[src/rtl/assert_macros.svh]
// shared assertion forms, clocked on clk and held off while rst_n is low
`ifndef ASSERT_MACROS_SVH
`define ASSERT_MACROS_SVH

// condition holds at every edge
`define SSC_ASSERT_ALWAYS(label, cond) \
  label: assert property (@(posedge clk) disable iff (!rst_n) (cond)) \
    else $error("ssc assertion failed");

// consequence holds in the same cycle as the trigger
`define SSC_ASSERT_SAME(label, ante, cons) \
  label: assert property (@(posedge clk) disable iff (!rst_n) (ante) |-> (cons)) \
    else $error("ssc assertion failed");

// consequence holds in the cycle after the trigger
`define SSC_ASSERT_NEXT(label, ante, cons) \
  label: assert property (@(posedge clk) disable iff (!rst_n) (ante) |=> (cons)) \
    else $error("ssc assertion failed");

`endif

[src/rtl/ssc_pkg.sv]
package ssc_pkg;

  localparam int unsigned POS_W = 7;
  localparam logic [POS_W-1:0] LAST_POSITION = 7'd78;

  localparam logic [7:0] CHAR_CR    = 8'h0D;
  localparam logic [7:0] CHAR_LOW_A = 8'h61;
  localparam logic [7:0] CHAR_I     = 8'h49;
  localparam logic [7:0] CHAR_P     = 8'h50;
  localparam logic [7:0] CHAR_D     = 8'h44;
  localparam logic [7:0] CHAR_ZERO  = 8'h30;
  localparam logic [7:0] CHAR_NINE  = 8'h39;

  typedef logic [1:0] target_t;
  localparam target_t TGT_CURRENT = 2'd0;
  localparam target_t TGT_PERIOD  = 2'd1;
  localparam target_t TGT_DUTY    = 2'd2;
  localparam target_t TGT_NONE    = 2'd3;

  // one classified word on its way from the front to the back
  typedef struct packed {
    logic [7:0] rx_byte;
    logic       is_cr;
    logic       is_digit;
  } cls_item_t;

endpackage

[src/rtl/serial_setpoint_command_decoder_core.sv]
// result path: the carriage return (or the overflowing word) is accepted into
//   the queue, then taken by the back, which registers the result and offers it
// throughput: one word per cycle while the result slot is free or draining
// a two-entry queue and the result register decouple input and output stalls
// reset: synchronous, active low; clears the queue, the line state and out_valid
module serial_setpoint_command_decoder_core (
  input  logic        clk,
  input  logic        rst_n,
  input  logic        in_valid,
  output logic        in_ready,
  input  logic [7:0]  in_rx_byte,
  output logic        out_valid,
  input  logic        out_ready,
  output logic [1:0]  out_target,
  output logic [15:0] out_setting_value
);
  import ssc_pkg::*;

  logic      q_full;
  logic      push;
  cls_item_t push_item;
  logic      head_valid;
  cls_item_t head_item;
  logic      pop;

  ssc_front u_front (
    .in_valid   (in_valid),
    .in_ready   (in_ready),
    .in_rx_byte (in_rx_byte),
    .q_full     (q_full),
    .push       (push),
    .push_item  (push_item)
  );

  ssc_queue u_queue (
    .clk        (clk),
    .rst_n      (rst_n),
    .push       (push),
    .push_item  (push_item),
    .full       (q_full),
    .head_valid (head_valid),
    .head_item  (head_item),
    .pop        (pop)
  );

  ssc_back u_back (
    .clk               (clk),
    .rst_n             (rst_n),
    .head_valid        (head_valid),
    .head_item         (head_item),
    .pop               (pop),
    .out_valid         (out_valid),
    .out_ready         (out_ready),
    .out_target        (out_target),
    .out_setting_value (out_setting_value)
  );

endmodule

[src/rtl/ssc_front.sv]
module ssc_front (
  input  logic              in_valid,
  output logic              in_ready,
  input  logic [7:0]        in_rx_byte,
  input  logic              q_full,
  output logic              push,
  output ssc_pkg::cls_item_t push_item
);
  import ssc_pkg::*;

  assign in_ready = !q_full;
  assign push     = in_valid && !q_full;

  always_comb begin
    push_item.rx_byte  = in_rx_byte;
    push_item.is_cr    = (in_rx_byte == CHAR_CR);
    push_item.is_digit = (in_rx_byte >= CHAR_ZERO) && (in_rx_byte <= CHAR_NINE);
  end

endmodule

[src/rtl/ssc_queue.sv]
`include "assert_macros.svh"

module ssc_queue (
  input  logic               clk,
  input  logic               rst_n,
  input  logic               push,
  input  ssc_pkg::cls_item_t push_item,
  output logic               full,
  output logic               head_valid,
  output ssc_pkg::cls_item_t head_item,
  input  logic               pop
);
  import ssc_pkg::*;

  cls_item_t  slot_r [2];
  logic       wr_ptr_r, wr_ptr_nxt;
  logic       rd_ptr_r, rd_ptr_nxt;
  logic [1:0] count_r, count_nxt;
  logic       do_pop;

  assign full       = (count_r == 2'd2);
  assign head_valid = (count_r != 2'd0);
  assign head_item  = slot_r[rd_ptr_r];
  assign do_pop     = pop && head_valid;

  always_comb begin
    wr_ptr_nxt = push ? ~wr_ptr_r : wr_ptr_r;
    rd_ptr_nxt = do_pop ? ~rd_ptr_r : rd_ptr_r;
    count_nxt  = count_r + {1'b0, push} - {1'b0, do_pop};
  end

  always_ff @(posedge clk) begin
    if (!rst_n) begin
      wr_ptr_r <= 1'b0;
      rd_ptr_r <= 1'b0;
      count_r  <= 2'd0;
    end else begin
      wr_ptr_r <= wr_ptr_nxt;
      rd_ptr_r <= rd_ptr_nxt;
      count_r  <= count_nxt;
    end
  end

  always_ff @(posedge clk) begin
    if (push) begin
      slot_r[wr_ptr_r] <= push_item;
    end
  end

  `SSC_ASSERT_ALWAYS(a_count_range, count_r != 2'd3)
  `SSC_ASSERT_SAME(a_ptr_match, count_r == 2'd0 || count_r == 2'd2, wr_ptr_r == rd_ptr_r)
  `SSC_ASSERT_NEXT(a_count_track, push && !do_pop, count_r == $past(count_r) + 2'd1)

endmodule

[src/rtl/ssc_back.sv]
`include "assert_macros.svh"

module ssc_back (
  input  logic               clk,
  input  logic               rst_n,
  input  logic               head_valid,
  input  ssc_pkg::cls_item_t head_item,
  output logic               pop,
  output logic               out_valid,
  input  logic               out_ready,
  output logic [1:0]         out_target,
  output logic [15:0]        out_setting_value
);
  import ssc_pkg::*;

  logic [POS_W-1:0] pos_r, pos_nxt;
  logic [7:0]       first_r, first_nxt;
  logic [7:0]       second_r, second_nxt;
  logic [15:0]      accum_r, accum_nxt;
  logic             ended_r, ended_nxt;
  logic             out_valid_r, out_valid_nxt;
  target_t          out_target_r;
  logic [15:0]      out_value_r;

  logic             line_end;
  target_t          tgt;
  logic             emit;
  logic [15:0]      accum_x10;

  // the back moves on whenever the result slot is free or being drained
  assign pop = head_valid && (!out_valid_r || out_ready);

  assign line_end  = head_item.is_cr || (pos_r > LAST_POSITION);
  assign accum_x10 = (accum_r << 3) + (accum_r << 1);

  always_comb begin
    tgt = TGT_NONE;
    if (pos_r >= 7'd2 && first_r == CHAR_LOW_A) begin
      unique case (second_r)
        CHAR_I:  tgt = TGT_CURRENT;
        CHAR_P:  tgt = TGT_PERIOD;
        CHAR_D:  tgt = TGT_DUTY;
        default: tgt = TGT_NONE;
      endcase
    end
  end

  assign emit = pop && line_end && (tgt != TGT_NONE);

  always_comb begin
    pos_nxt    = pos_r;
    first_nxt  = first_r;
    second_nxt = second_r;
    accum_nxt  = accum_r;
    ended_nxt  = ended_r;
    if (pop) begin
      if (line_end) begin
        pos_nxt    = '0;
        first_nxt  = '0;
        second_nxt = '0;
        accum_nxt  = '0;
        ended_nxt  = 1'b0;
      end else begin
        if (pos_r == 7'd0) begin
          first_nxt = head_item.rx_byte;
        end else if (pos_r == 7'd1) begin
          second_nxt = head_item.rx_byte;
        end else if (!ended_r) begin
          if (head_item.is_digit) begin
            accum_nxt = accum_x10 + {12'd0, head_item.rx_byte[3:0]};
          end else begin
            ended_nxt = 1'b1;
          end
        end
        pos_nxt = pos_r + 7'd1;
      end
    end
  end

  always_comb begin
    if (emit) begin
      out_valid_nxt = 1'b1;
    end else if (out_ready) begin
      out_valid_nxt = 1'b0;
    end else begin
      out_valid_nxt = out_valid_r;
    end
  end

  always_ff @(posedge clk) begin
    if (!rst_n) begin
      pos_r       <= '0;
      first_r     <= '0;
      second_r    <= '0;
      accum_r     <= '0;
      ended_r     <= 1'b0;
      out_valid_r <= 1'b0;
    end else begin
      pos_r       <= pos_nxt;
      first_r     <= first_nxt;
      second_r    <= second_nxt;
      accum_r     <= accum_nxt;
      ended_r     <= ended_nxt;
      out_valid_r <= out_valid_nxt;
    end
  end

  always_ff @(posedge clk) begin
    if (emit) begin
      out_target_r <= tgt;
      out_value_r  <= accum_r;
    end
  end

  assign out_valid         = out_valid_r;
  assign out_target        = out_target_r;
  assign out_setting_value = out_value_r;

  `SSC_ASSERT_ALWAYS(a_pos_bound, pos_r <= LAST_POSITION + 7'd1)
  `SSC_ASSERT_SAME(a_ended_late, ended_r, pos_r > 7'd2)
  `SSC_ASSERT_SAME(a_target_code, out_valid_r, out_target_r != TGT_NONE)
  `SSC_ASSERT_NEXT(a_line_cleared, pop && line_end, pos_r == 7'd0 && !ended_r)

endmodule

[config.mk]
export PLATFORM = sky130hd
export DESIGN_NAME = serial_setpoint_command_decoder_core
export DESIGN_NICKNAME = d
export VERILOG_FILES = /design/src/rtl/ssc_pkg.sv /design/src/rtl/serial_setpoint_command_decoder_core.sv /design/src/rtl/ssc_front.sv /design/src/rtl/ssc_queue.sv /design/src/rtl/ssc_back.sv
export VERILOG_INCLUDE_DIRS = /design/src /design/src/rtl
export SDC_FILE = /design/constraint.sdc
export NUM_CORES = 1
export LEC_CHECK = 0
export BUFFER_PORTS_ARGS = -buffer_cell sky130_fd_sc_hd__buf_2
export CORE_MARGIN = 2
export CORE_UTILIZATION = 54
export DETAILED_ROUTE_END_ITERATION = 8
export PLACE_DENSITY_LB_ADDON = 0.25
export SLEW_MARGIN = 25
export SYNTH_ARGS = -nofsm -noshare
export SYNTH_HDL_FRONTEND = slang
export SYNTH_SLANG_ARGS = --single-unit
[constraint.sdc]
create_clock -name clk -period 3.07 [get_ports clk]
set_clock_uncertainty 0.1 [all_clocks]
set_input_delay 0.1535 -clock clk [delete_from_list [all_inputs] [get_ports clk]]
set_output_delay 0.1535 -clock clk [all_outputs]
set_load 0.05 [all_outputs]
# ---- Word-level counts from Yosys, hierarchy flattened
# Memory sizes are Yosys's and may differ from the RTL's. A register that Yosys moved wholly into a read port is not among the register bits.
# Index checks and enable logic that the tools add are counted.
dict set report classes {
  n_bitwise 2
  mux 24
  eq_ne 11
  n_lt_le_gt_ge 4
  n_addsub 5
  n_reduce_logical 21
}
# operator n
set op_table {}
lappend op_table {{two-way mux 16 bit} 5}
lappend op_table {{two-way mux 8 bit} 5}
lappend op_table {{== test 8 x 7 -> 1 bit (second input constant)} 4}
lappend op_table {{adder 16 bit} 1}
lappend op_table {{adder 16 x 4 -> 16 bit} 1}
lappend op_table {{two-way mux 1 bit} 11}
lappend op_table {{nonzero test 2 bit} 5}
lappend op_table {{== test 8 x 4 -> 1 bit (second input constant)} 1}
lappend op_table {{greater-or-equal comparator 8 x 6 -> 1 bit (second input constant)} 1}
lappend op_table {{<= comparator 8 x 6 -> 1 bit (second input constant)} 1}
lappend op_table {{adder 7 x 1 -> 7 bit (second input constant)} 1}
lappend op_table {{== test 7 x 1 -> 1 bit (second input constant)} 1}
lappend op_table {{greater-or-equal comparator 7 x 2 -> 1 bit (second input constant)} 1}
lappend op_table {{greater-than comparator 7 bit (second input constant)} 1}
lappend op_table {{logical AND 1 bit} 7}
lappend op_table {{logical NOT 7 bit} 1}
lappend op_table {{two-way mux 7 bit} 1}
lappend op_table {{case mux 2 bit (3 select lines)} 1}
lappend op_table {{AND reduction 3 bit} 2}
lappend op_table {{AND reduction 5 bit} 1}
lappend op_table {{!= test 2 x 1 -> 1 bit (second input constant)} 2}
lappend op_table {{!= test 2 bit (second input constant)} 2}
lappend op_table {{adder 2 x 1 -> 2 bit} 1}
lappend op_table {{== test 2 bit (second input constant)} 1}
lappend op_table {{other kinds (6)} 9}
dict set report totals {
  ram_bits 20
  ff_bits 63
  out_inout_bits 20
  elab_cells 79
  mem_count 1
}
# memory depth width read_ports rd_clocked_by_memory_dff wr line_no
set mem_list {}
lappend mem_list {u_queue.slot_r 2 10 1 1 1 ssc_queue.sv:15} ;# cls_item_t slot_r [2];

# ---- Depth between registers and ports, before layout
dict set report depth {
  ltp_word 7
  depth_mapped 12
  depth_no_buf 11
}

# ---- Modules after synthesis
# From an unflattened synthesis, not the netlist that was laid out.
dict set report hier_totals {
  cells_unflattened 398
  area_unflattened_um2 4345.4
}
# mod cells_per_inst seq_area_each_um2 area_each_um2 instances
set by_module_without_submodules {}
lappend by_module_without_submodules {ssc_back 329 1361.3 3269.4 1}
lappend by_module_without_submodules {ssc_queue 54 700.7 963.4 1}
lappend by_module_without_submodules {ssc_front 15 0.0 112.6 1}

# ---- Worst setup path before layout
# OpenSTA, ideal clock, no wires.
dict set report synth_path {
  kind {reg2reg}
  startpoint {register u_back.pos_r[0]}
  endpoint {register u_back.out_value_r[0] (netlist: u_back.out_setting_value[0]) (enable)}
  stages_incl_launch_ff 8
  t_required_ns 2.563
  t_arrival_ns 2.386
  path_slack_ns 0.177
  cell_sequence {dfxtp_1 inv_1 ha_1 and4b_1 o21ai_1 and2_1 buf_2 nor4b_2}
}
dict set report synth_via {
  elab_chain_cells 5
  elab_cells_between_ends 8
  classes_between {order compare: 2; eq/ne: 1; mux: 1; reduce/logical: 4}
}
# item line_no
set synth_rtl {}
lappend synth_rtl {{from (decl)} ssc_back.sv:16} ;# logic [POS_W-1:0] pos_r, pos_nxt;
lappend synth_rtl {{from (signal assigned)} ssc_back.sv:99} ;# pos_r <= pos_nxt;
lappend synth_rtl {{greater-or-equal comparator 7 x 2 -> 1 bit} ssc_back.sv:38} ;# if (pos_r >= 7'd2 && first_r == CHAR_LOW_A) begin
lappend synth_rtl {{logical AND 1 bit} ssc_back.sv:38}
lappend synth_rtl {{two-way mux 2 bit} ssc_back.sv:38}
lappend synth_rtl {{!= test 2 bit} ssc_back.sv:48} ;# assign emit = pop && line_end && (tgt != TGT_NONE);
lappend synth_rtl {{logical AND 1 bit *} ssc_back.sv:48}
lappend synth_rtl {{via u_back.emit} ssc_back.sv:27} ;# logic emit;
lappend synth_rtl {{to (signal assigned)} ssc_back.sv:111} ;# out_value_r <= accum_r;
lappend synth_rtl {{to (decl)} ssc_back.sv:23} ;# logic [15:0] out_value_r;
# The timed path passes the listed nets; every way through them passes the cells marked *.
# A chain may end at the register's enable or synchronous reset.

==> results.yml <==
min_path:
  hold_path.class: "input port to flop"
global_route:
  grt_first_pass_wirelength_mm: 12.5
  grt_pass1_vias: 2666
  grt_overflow: 0
  grt_max_degree: 25
  antenna_found_initial: 0
  grt_usage_pct: 18.9
cells_and_area:
  fin_util_pct: 64.2
  stdcell_area_mm2: 0.00466
  syn_to_final_growth_pct: 15.4
  finalNetCount: 449
  stdcell_count: 507
  antennaDiodeCount: 0
  drive_gt1_share_pct: 19.4
placement:
  hpwlAfterDp_mm: 5.28
  place.gp.congestion: 0.813
  port_buffers: 31
  dpl.cell_count: 481
  pre_cts_ws_ps: 91.4
  place_area_mm2: 0.00431
yosys:
  yosys.area.top_type_share_pct: 28.3
  ys_warn_count: 0
  synth_enable_flop_cells: 38
  synthArstFlopShare_pct: 0
  netlist_instances: 354
  avgSynthCellArea_um2: 11.4
  ys_types: 56
  synth_area_mm2: 0.00404
  ys_seq_area_share_pct: 51.1
  yosysTopAreaCell: "edfxtp_1"
  synth-seq-cells: 84
  synth_fp_nets: 400
  synth_area_leaders: "edfxtp_1 (28%), dfxtp_1 (23%), ha_1 (9.9%)"
  synthFlopType: "dfxtp_1"
clocking:
  cts.clk_slew.worst_paths_ps: 80
  cts_made_buffers: 9
  clockBufferDepth: 2
  root_buffer: "clkbuf_8"
  cts_tree: "yes"
  clock_sinks: 84
  cts-htree-levels: 3
  worstSkewPairLatency_ps: 350
  cts_setup_buffers: 0
drt:
  post_drt_wl_per_cell_um: 14.4
  vias: 2815
  wirelength_mm: 7.28
  vias_per_cell: 5.55
  drt_pass1_iterations: 4
  drt_iter0_drc: 110
  drc: 0
  ant_nets: 0
status:
  status: "complete, no violations"
timing:
  clock.fmax_mhz: 347
  relSlewSlack_pct: 43.4
  rsz0062_at_grt: "no"
  tightest_slew_ps: 846
  min_period_over_period_pct: 93.9
  whs_ps: 86.6
  slew_viol_final: 0
  tns_ps: 0
  hold_viol: 0
  period_needed_ps: 2880
  finalSetupViolCount: 0
  fin_ws_ps: 187
power_and_ir_drop:
  power-per-cell-area_mw_per_mm2: 625
  p_leak_nw: 1.96
  max-vdd-ir-drop_v: 0.000492
  totalPowerFinal_mw: 2.91
floorplan:
  die_h_um: 90.4
  num_io_pins: 32
  floorplan.initialDensity_pct: 55.6
  dieWidth_um: 90.4
  die_area_mm2: 0.00818
  coreArea_mm2: 0.00725
  rows: 31
critical_path:
  cp-start-kind: "flop"
  critPathKind: "flop to flop"
  path_max_fanout: 4
  worst_setup_path_end_kind: "flop"
  arrival_ps: 3020
  cp.required_ps: 3200
flow_run:
  drv_cap: 0
routing by layer:
layer  part of all wire (%)  vias up  GRT usage [%]
li1                       -     1400              -
met5                      0        -              0
met2                     46       65           29.5
met3                    4.9        9           4.26
met1                     48     1341           26.7
met4                   0.96        0           5.38
where the power goes:
group	internal [mW]	switching [mW]
clock	0.542	0.387
combinational	0.242	0.392
sequential	1.28	0.0661
layout make-up:
class | count | area, µm²
Fill cell | 574 | 2590
Sequential cell | 84 | 2060
Multi-Input combinational cell | 245 | 1870
Timing Repair Buffer | 45 | 285
Clock buffer | 10 | 128
Tap cell | 99 | 124
Clock inverter | 6 | 111
Inverter | 18 | 72.6
cell families (layout without fill, tap and decap cells):
kind of cell / count (synthesis) / count (layout) / share of synthesized area (%)
xor+xnor: 21 / 21 / 4.56
compound gates: 82 / 82 / 15.3
fa+ha+maj: 34 / 34 / 10.9
mux: 10 / 10 / 2.76
buf+inv: 25 / 79 / 2.98
simple gates: 98 / 98 / 12.3
flops: 84 / 84 / 51.1
worst max-delay path, cell delays in order (launching register included):
cell      delay [ps]
dfxtp_2          360
mux2_2           360
inv_1             70
fa_1             400
inv_1            110
ha_1             250
a211oi_1         220
nor2_1           140
o21a_1           200
o41a_1           330
xnor2_1          140
o21ai_0           80
state kept, by name (all words and copies together) (netlist names), named ones only:
name,flops
u_back.pos_r,7
u_back.accum_r,16
u_back.ended_r,1
u_back.second_r,8
u_queue.wr_ptr_r,1
u_queue.count_r,2
u_back.out_target,2
u_back.out_valid,1
u_back.out_setting_value,16
u_back.first_r,8
u_queue.slot_r,20
u_queue.rd_ptr_r,1
layout by cell type (no fill, tap or decap), types with 2 or more instances in the layout:
master and instances:
and3_1 6, a211oi_1 2, a21o_1 6, nand2_1 25
nor2_1 40, nor4b_1 2, a31oi_1 2, clkbuf_8 9
nor3_1 3, a2111oi_0 2, o21ai_2 6, o21a_1 3
nand3_1 4, xor2_1 10, buf_4 4, inv_1 16
inv_6 2, o21ai_1 2, nand2b_1 2, nor2b_1 2
dfxtp_1 45, edfxtp_1 38, and4b_1 2, o21ai_0 10
dlygate4sd3_1 10, a21oi_1 13, a22oi_1 18, bufinv_16 3
mux2_2 8, buf_2 31, nor4bb_1 2, and2_1 2
a22o_1 6, o31ai_2 3, ha_1 32, xnor2_1 11
path summary, 6_finish.rpt:
check | slack (ps) | end | cells past startpoint | start
max | 190 | u_back.accum_r[9] | 11 | flop
min | 90 | u_queue.wr_ptr_r | 4 | in_valid
min reg2reg | 370 | u_back.out_setting_value[15] | 0 | u_back.accum_r[15]
max reg2reg | 190 | u_back.accum_r[9] | 11 | flop
synthesized netlist by cell type (2+ instances only):
library cell and instances:
dfxtp_1 46, nor2_1 40, edfxtp_1 38, ha_1 32, nand2_1 25, a22oi_1 18, inv_1 16, a21oi_1 13
xnor2_1 11, o21ai_0 10, xor2_1 10, mux2_2 8, a21o_1 6, a22o_1 6, and3_1 6, o21ai_2 6
nand3_1 4, a211oi_1 3, nor3_1 3, o21a_1 3, a2111oi_0 2, a31oi_1 2, and2_1 2, and4b_1 2
buf_2 2, buf_6 2, clkbuf_1 2, fa_1 2, nand2b_1 2, nor2b_1 2, nor4b_1 2, nor4bb_1 2
o21ai_1 2, o31ai_2 2
what timing repair did:
action	CTS	global route
resized for setup	0	5
hold buffers	10	0
endpoints found under the setup margin	0	7
hold endpoints to repair	18	0
Power figures use the tool's default switching activity.
